**config.mk**
```make
export PLATFORM = sky130hd
export DESIGN_NAME = la32x_div
export DESIGN_NICKNAME = d
export VERILOG_FILES = /design/src/design/la32x_pkg.sv /design/src/design/la32x_div.sv
export SDC_FILE = /design/constraint.sdc
export NUM_CORES = 2
export LEC_CHECK = 0
export BUFFER_PORTS_ARGS = -buffer_cell sky130_fd_sc_hd__buf_2
export CORE_MARGIN = 1
export CORE_UTILIZATION = 69
export DETAILED_ROUTE_END_ITERATION = 16
export PLACE_DENSITY = 0.85
export SYNTH_ARGS = -nofsm -noshare
export SYNTH_HDL_FRONTEND = slang
export SYNTH_SLANG_ARGS = --single-unit
```
**constraint.sdc**
```tcl
create_clock -name i_clk -period 9.2 [get_ports i_clk]
set_clock_uncertainty 0.1 [all_clocks]
set_input_delay 0.92 -clock i_clk [delete_from_list [all_inputs] [get_ports i_clk]]
set_output_delay 0.92 -clock i_clk [all_outputs]
set_load 0.005 [all_outputs]
```
**src/design/la32x_pkg.sv**
```systemverilog
// ----------------------------------------------------------------------------
// la32x_pkg
// types and constants shared by the la32 integer execute unit
// ----------------------------------------------------------------------------
`default_nettype none

package la32x_pkg;

    localparam int unsigned XLen     = 32;
    localparam int unsigned DivSteps = 32;

    typedef enum logic [5:0] {
        OP_ADD_W, OP_SUB_W, OP_SLT, OP_SLTU, OP_MASKEQZ, OP_MASKNEZ,
        OP_NOR, OP_AND, OP_OR, OP_XOR, OP_ORN, OP_ANDN,
        OP_SLL_W, OP_SRL_W, OP_SRA_W, OP_ADDI_W, OP_SLTI, OP_SLTIU,
        OP_ORI, OP_XORI, OP_ANDI, OP_SLLI_W, OP_SRLI_W, OP_SRAI_W,
        OP_BEQ, OP_BNE, OP_BLT, OP_BLTU, OP_BGE, OP_BGEU,
        OP_B, OP_BL, OP_JIRL, OP_LU12I_W, OP_PCADDU12I,
        OP_MUL_W, OP_MULH_W, OP_MULH_WU, OP_DIV_W, OP_DIV_WU, OP_MOD_W, OP_MOD_WU,
        OP_LD_B, OP_LD_H, OP_LD_W, OP_LD_BU, OP_LD_HU,
        OP_ST_B, OP_ST_H, OP_ST_W, OP_BREAK
    } t_op;

    typedef enum logic [3:0] {
        MEM_NONE, MEM_LD_B, MEM_LD_H, MEM_LD_W, MEM_LD_BU, MEM_LD_HU,
        MEM_ST_B, MEM_ST_H, MEM_ST_W
    } t_mem_kind;

    localparam logic [4:0] LinkReg = 5'd1;

    typedef struct packed {
        logic [5:0]      mode;
        logic [XLen-1:0] instr_word;
        logic [XLen-1:0] pc_value;
        logic [XLen-1:0] rj_value;
        logic [XLen-1:0] rk_value;
        logic [XLen-1:0] rd_value;
        logic [XLen-1:0] a0_value;
    } t_req;

    typedef struct packed {
        logic            write_enable;
        logic [4:0]      write_reg;
        logic [XLen-1:0] write_value;
        logic [XLen-1:0] next_pc;
        logic            branch_taken;
        logic [3:0]      mem_kind;
        logic [XLen-1:0] mem_address;
        logic [XLen-1:0] store_data;
        logic            halt;
        logic [XLen-1:0] halt_code;
    } t_rsp;

endpackage

`default_nettype wire

```
**src/design/la32x_div.sv**
```systemverilog
// ----------------------------------------------------------------------------
// la32x_div
// pipelined unsigned restoring divider, one quotient bit per stage
// ----------------------------------------------------------------------------
`default_nettype none

module la32x_div import la32x_pkg::*; (
    input  wire logic            i_clk,
    input  wire logic            i_en,
    input  wire logic [XLen-1:0] i_dividend,
    input  wire logic [XLen-1:0] i_divisor,
    output logic      [XLen-1:0] o_quot,
    output logic      [XLen-1:0] o_rem
);

    logic [XLen-1:0] r_rem [DivSteps];
    logic [XLen-1:0] r_dvd [DivSteps];
    logic [XLen-1:0] r_dvs [DivSteps];

    for (genvar k = 0; k < DivSteps; k++) begin : g_step
        logic [XLen-1:0] rem_in, dvd_in, dvs_in;
        logic [XLen:0]   trial, diff;
        logic            fits;

        if (k == 0) begin : g_first
            assign rem_in = '0;
            assign dvd_in = i_dividend;
            assign dvs_in = i_divisor;
        end else begin : g_next
            assign rem_in = r_rem[k-1];
            assign dvd_in = r_dvd[k-1];
            assign dvs_in = r_dvs[k-1];
        end

        // shift in the next dividend bit and try a subtract
        assign trial = {rem_in, dvd_in[XLen-1]};
        assign diff  = trial - {1'b0, dvs_in};
        assign fits  = !diff[XLen];

        always_ff @(posedge i_clk) begin
            if (i_en) begin
                r_rem[k] <= fits ? diff[XLen-1:0] : trial[XLen-1:0];
                r_dvd[k] <= {dvd_in[XLen-2:0], fits};
                r_dvs[k] <= dvs_in;
            end
        end
    end

    assign o_quot = r_dvd[DivSteps-1];
    assign o_rem  = r_rem[DivSteps-1];

endmodule

`default_nettype wire

```
# [Word level (Yosys, flattened, before mapping)]
# Memories as Yosys holds them, arrays and structs flattened.
# Index checks and enable logic that the tools add are counted.
[word_totals] reg_bits=0 ramBits=3072 inputBits=66 word_cells=101 mem_count=3
[op_classes] add_sub_neg=32 n_mux=34 n_reduce_logical=32
[mem_list] memory="r_dvd" depth=32 width=32 rd=32 rd_ports_with_merged_regs=0 write_ports=32 line_no="la32x_div.sv:17" source="logic [XLen-1:0] r_dvd [DivSteps];"
[mem_list] memory="r_dvs" depth=32 width=32 rd=31 rd_ports_with_merged_regs=0 write_ports=32 line_no="la32x_div.sv:18" source="logic [XLen-1:0] r_dvs [DivSteps];"
[mem_list] memory="r_rem" depth=32 width=32 rd=32 rd_ports_with_merged_regs=0 write_ports=32 line_no="la32x_div.sv:16" source="logic [XLen-1:0] r_rem [DivSteps];"
[ops] op="two-way mux 32 bit" count=32
[ops] op="subtractor 33 x 32 -> 33 bit" count=31
[ops] op="subtractor 1 x 32 -> 33 bit" count=1
[ops] op="zero test 1 bit" count=32
[ops] op="two-way mux 1 bit" count=2

# [Logic depth before layout (Yosys ltp)]
# An unclocked memory read counts as a cell.
[logic_depth] ltp_word=3 depth_mapped=16 mapped_depth_nobuf=15

# [Least setup slack after synthesis]
# Ideal clock, no wire load.
[synth_timing] path_kind="register to register" start="memory r_dvs[13][0]" end="memory r_rem[14][24], in the netlist r_rem[7][24], data pin" setup_ns=0.260 arrival_ns=3.769 t_required_ns=8.840 slack_ns=5.072 path_stages_with_launch=15 period_less_slack_ns=4.128 path_cell_list="edfxtp_1 ha_1 fa_1 nand2b_1 a21oi_1 a211oi_1 o31ai_1 a31oi_1 o31ai_1 a41oi_2 o41ai_1 a21oi_1 xor2_1 buf_4 mux2_2"
[synth_rtl] item="start, declared" line_no="la32x_div.sv:18"
[synth_rtl] item="end, declared" line_no="la32x_div.sv:16"

==> out/qor.csv <==
metric;value;unit
max frequency;181;MHz
Slew Limit Fails;0;
RSZ-0062 raised after global routing;no;
first-pass GRT wire length;512000;um
P_sw;22800;uW
initial antenna violation count;5;
DIE AREA;0.225;mm2
status;completed;
internal power;40800;uW
die height;474;um
mean number of vias per cell;6.18;
Ports;130;
RePlAce Congestion;0.932;
Syn Inst Count;11963;
CTS Buf Count;324;
Post-DP HPWL;224000;um
Top FF cell, synth;edfxtp_1;
largest net degree at the start of global routing;210;
combinational family with the most area after synthesis;compound AO/OA/AOI/OAI gates;
mux cell area share after synthesis;0.0550;
Seq pwr share;0.353;
GRT Util Overall;0.286;
Mapped Area;0.154;mm2
Die Width;474;um
worst setup path class;flip-flop to flip-flop;
root buf cell;clkbuf_16;
row count;172;
Synth Area in Adders;0.0849;
required time of the critical path;9730;ps
Initial DRC Count;9393;
Final min period;5520;ps
post-synthesis sequential area ratio;0.594;
worst vdd ir;0.264;mV
dpl ws;3960;ps
Post-synth EDFFs;3040;
# setup viols final;0;
final worst setup slack;3680;ps
total power draw;63600;uW
syn avg cell area;12.8;um2
Max Fanout on Critical Path;33;
CTS HTree Levels;5;
area grow syn2layout;9.61;%
CTS Sinks;3040;
YS warnings;0;
CP arrival;6050;ps
IO Port Bufs;129;
postcts setup bufs;0;
Lkg Pwr;0.0684;uW
grt ovf;0;
DRC;0;
period utilization;0.600;
layout cells sized above 1;0.111;
xor and xnor area share after synthesis;0.0484;
Hold WC Path Type;primary input to flip-flop;
Max-Cap Viols;0;
Critical Path End Type;flip-flop;
Worst Max-Slew Pin Slew;1350;ps
Power Density;377;mW/mm2
FF-to-FF setup slack;3680;ps
via count;95749;
nets;13372;
vias in the first global route;95743;
Initial Util;0.697;
Total Routed Length;323000;um
Max-slew headroom;0.0952;
register bit total from synthesis;3040;
Critical Path Start Type;flip-flop;
post-synthesis cell type count;95;
setup TNS;0;ps
final hold slack;58.4;ps
Routed WL per cell;20.8;um
post-synthesis compound-gate area fraction;0.116;
Pre-antenna DRT Iters;8;
Clock Tree Buf Depth;4;
Clock transition at path regs;60;ps
Hold Vio Cnt, Final;0;
core area;0.221;mm2
Sw Ratio;0.359;
CTS tree;done;
Post-synth ARST share;0;
combinational share of power;0.445;
Clk pwr share;0.202;
Simple-Gate Fraction of Synth Area;0.0656;
Clock Latency Late Sink;960;ps
final antenna-violating net count;0;
-- flip-flops by register name, indices dropped and copies added (netlist names) --
name	flops
r_dvd	1024
r_rem	1024
r_dvs	992
-- metal layers --
metal  global-route usage  vias up  share of wire
met5                    0        -              0
met4                0.106        0          0.037
met3               0.0370      805          0.058
met2                0.484     3422           0.49
met1                0.380    46460           0.41
li1                     -    45062              -
-- repair_timing --
action / in CTS / in global routing
hold buffers: 13 / 0
endpoints found under the hold margin: 13 / 0
gates resized for setup: 0 / 0
setup endpoints to repair: 0 / 0
-- metrics by stage --
stage,std cells,instance area [um2],util
5_1_grt,15482,168000,0.764
4_1_cts,15479,168000,0.764
2_1_floorplan,11977,154000,-
3_3_place_gp,14900,158000,0.716
3_5_place_dp,14900,158000,0.716
6_report,15483,168000,0.764
-- path summary, 6_finish.rpt --
| kind | cells after the start | end | startpoint |
|---|---|---|---|
| worst max-delay path | 13 | r_rem[9][20] | r_dvs[17][0] |
| worst min-delay path | 1 | r_dvd[0][13] | i_dividend[12] |
| worst max register to register | 13 | r_rem[9][20] | r_dvs[17][0] |
| worst min register to register | 0 | r_dvd[0][198] | r_dvd[0][165] |
-- cell type report --
| class | instances | area [um2] |
|---|---|---|
| Sequential cell | 3040 | 91300 |
| Fill cell | 12924 | 52100 |
| Timing Repair Buffer | 194 | 1330 |
| Tap cell | 2958 | 3700 |
| Multi-Input combinational cell | 7481 | 57200 |
| Antenna cell | 4 | 10.0 |
| Clock buffer | 373 | 8330 |
| Inverter | 1240 | 4650 |
| Clock inverter | 193 | 1970 |
-- cell families after synthesis --
logic type      Yosys count
xor+xnor                846
other cells               1
buf+inv                1456
compound gates         2758
flops                  3040
simple gates           2078
mux                     759
fa+ha+maj              1025
-- cell usage after synthesis (all sizes together), types with 81 or more instances --
library cell / count / area [um2]
o21ai: 625 / 3130
nor2: 433 / 1630
a31oi: 110 / 688
o31ai: 90 / 691
nand2: 694 / 2610
xor2: 309 / 2710
mux2: 688 / 7750
o21bai: 81 / 608
o21a: 115 / 863
nand3: 157 / 786
nand2b: 154 / 963
clkbuf: 155 / 588
ha: 994 / 12400
a21oi: 755 / 3780
a21o: 463 / 3480
nor2b: 112 / 701
nor3: 104 / 536
nand4: 89 / 557
inv: 1240 / 4650
xnor2: 537 / 4720
and3: 103 / 644
edfxtp: 3040 / 91300
-- placed cells by master, fill, tap and decap left out, drive strengths merged, types with 36 or more instances in the layout --
master / n
a211oi: 75
a21o: 463
a21oi: 755
a31oi: 110
and2: 57
and3: 103
buf: 181
clkbuf: 373
clkinv: 128
edfxtp: 3040
ha: 994
inv: 1251
mux2: 688
mux2i: 71
nand2: 694
nand2b: 154
nand3: 157
nand4: 89
nor2: 433
nor2b: 112
nor3: 104
o211ai: 57
o21a: 115
o21ai: 625
o21bai: 81
o31ai: 90
or3: 36
xnor2: 537
xor2: 309
-- critical path, stage by stage, from the launching register on --
cell      delay [ps]
edfxtp_1         390
ha_1             240
fa_1             440
nand2b_1         230
a21oi_1          150
a211oi_1         110
o31ai_1          470
a31oi_1          300
o31ai_1          530
a41oi_2          280
o41ai_1          420
a21oi_1          200
xor2_4           950
mux2_2           420
-- power groups by stage --
stage | combinational, uW | clock (uW) | sequential, uW
after floorplan | 22000 | 0 | 21500
after global placement | 26300 | 0 | 22600
after detailed placement | 27400 | 0 | 22600
after CTS | 28000 | 13000 | 22400
after global routing | 31100 | 13500 | 22700
final | 28300 | 12800 | 22500
No activity file was read; power rests on OpenSTA's default activity.
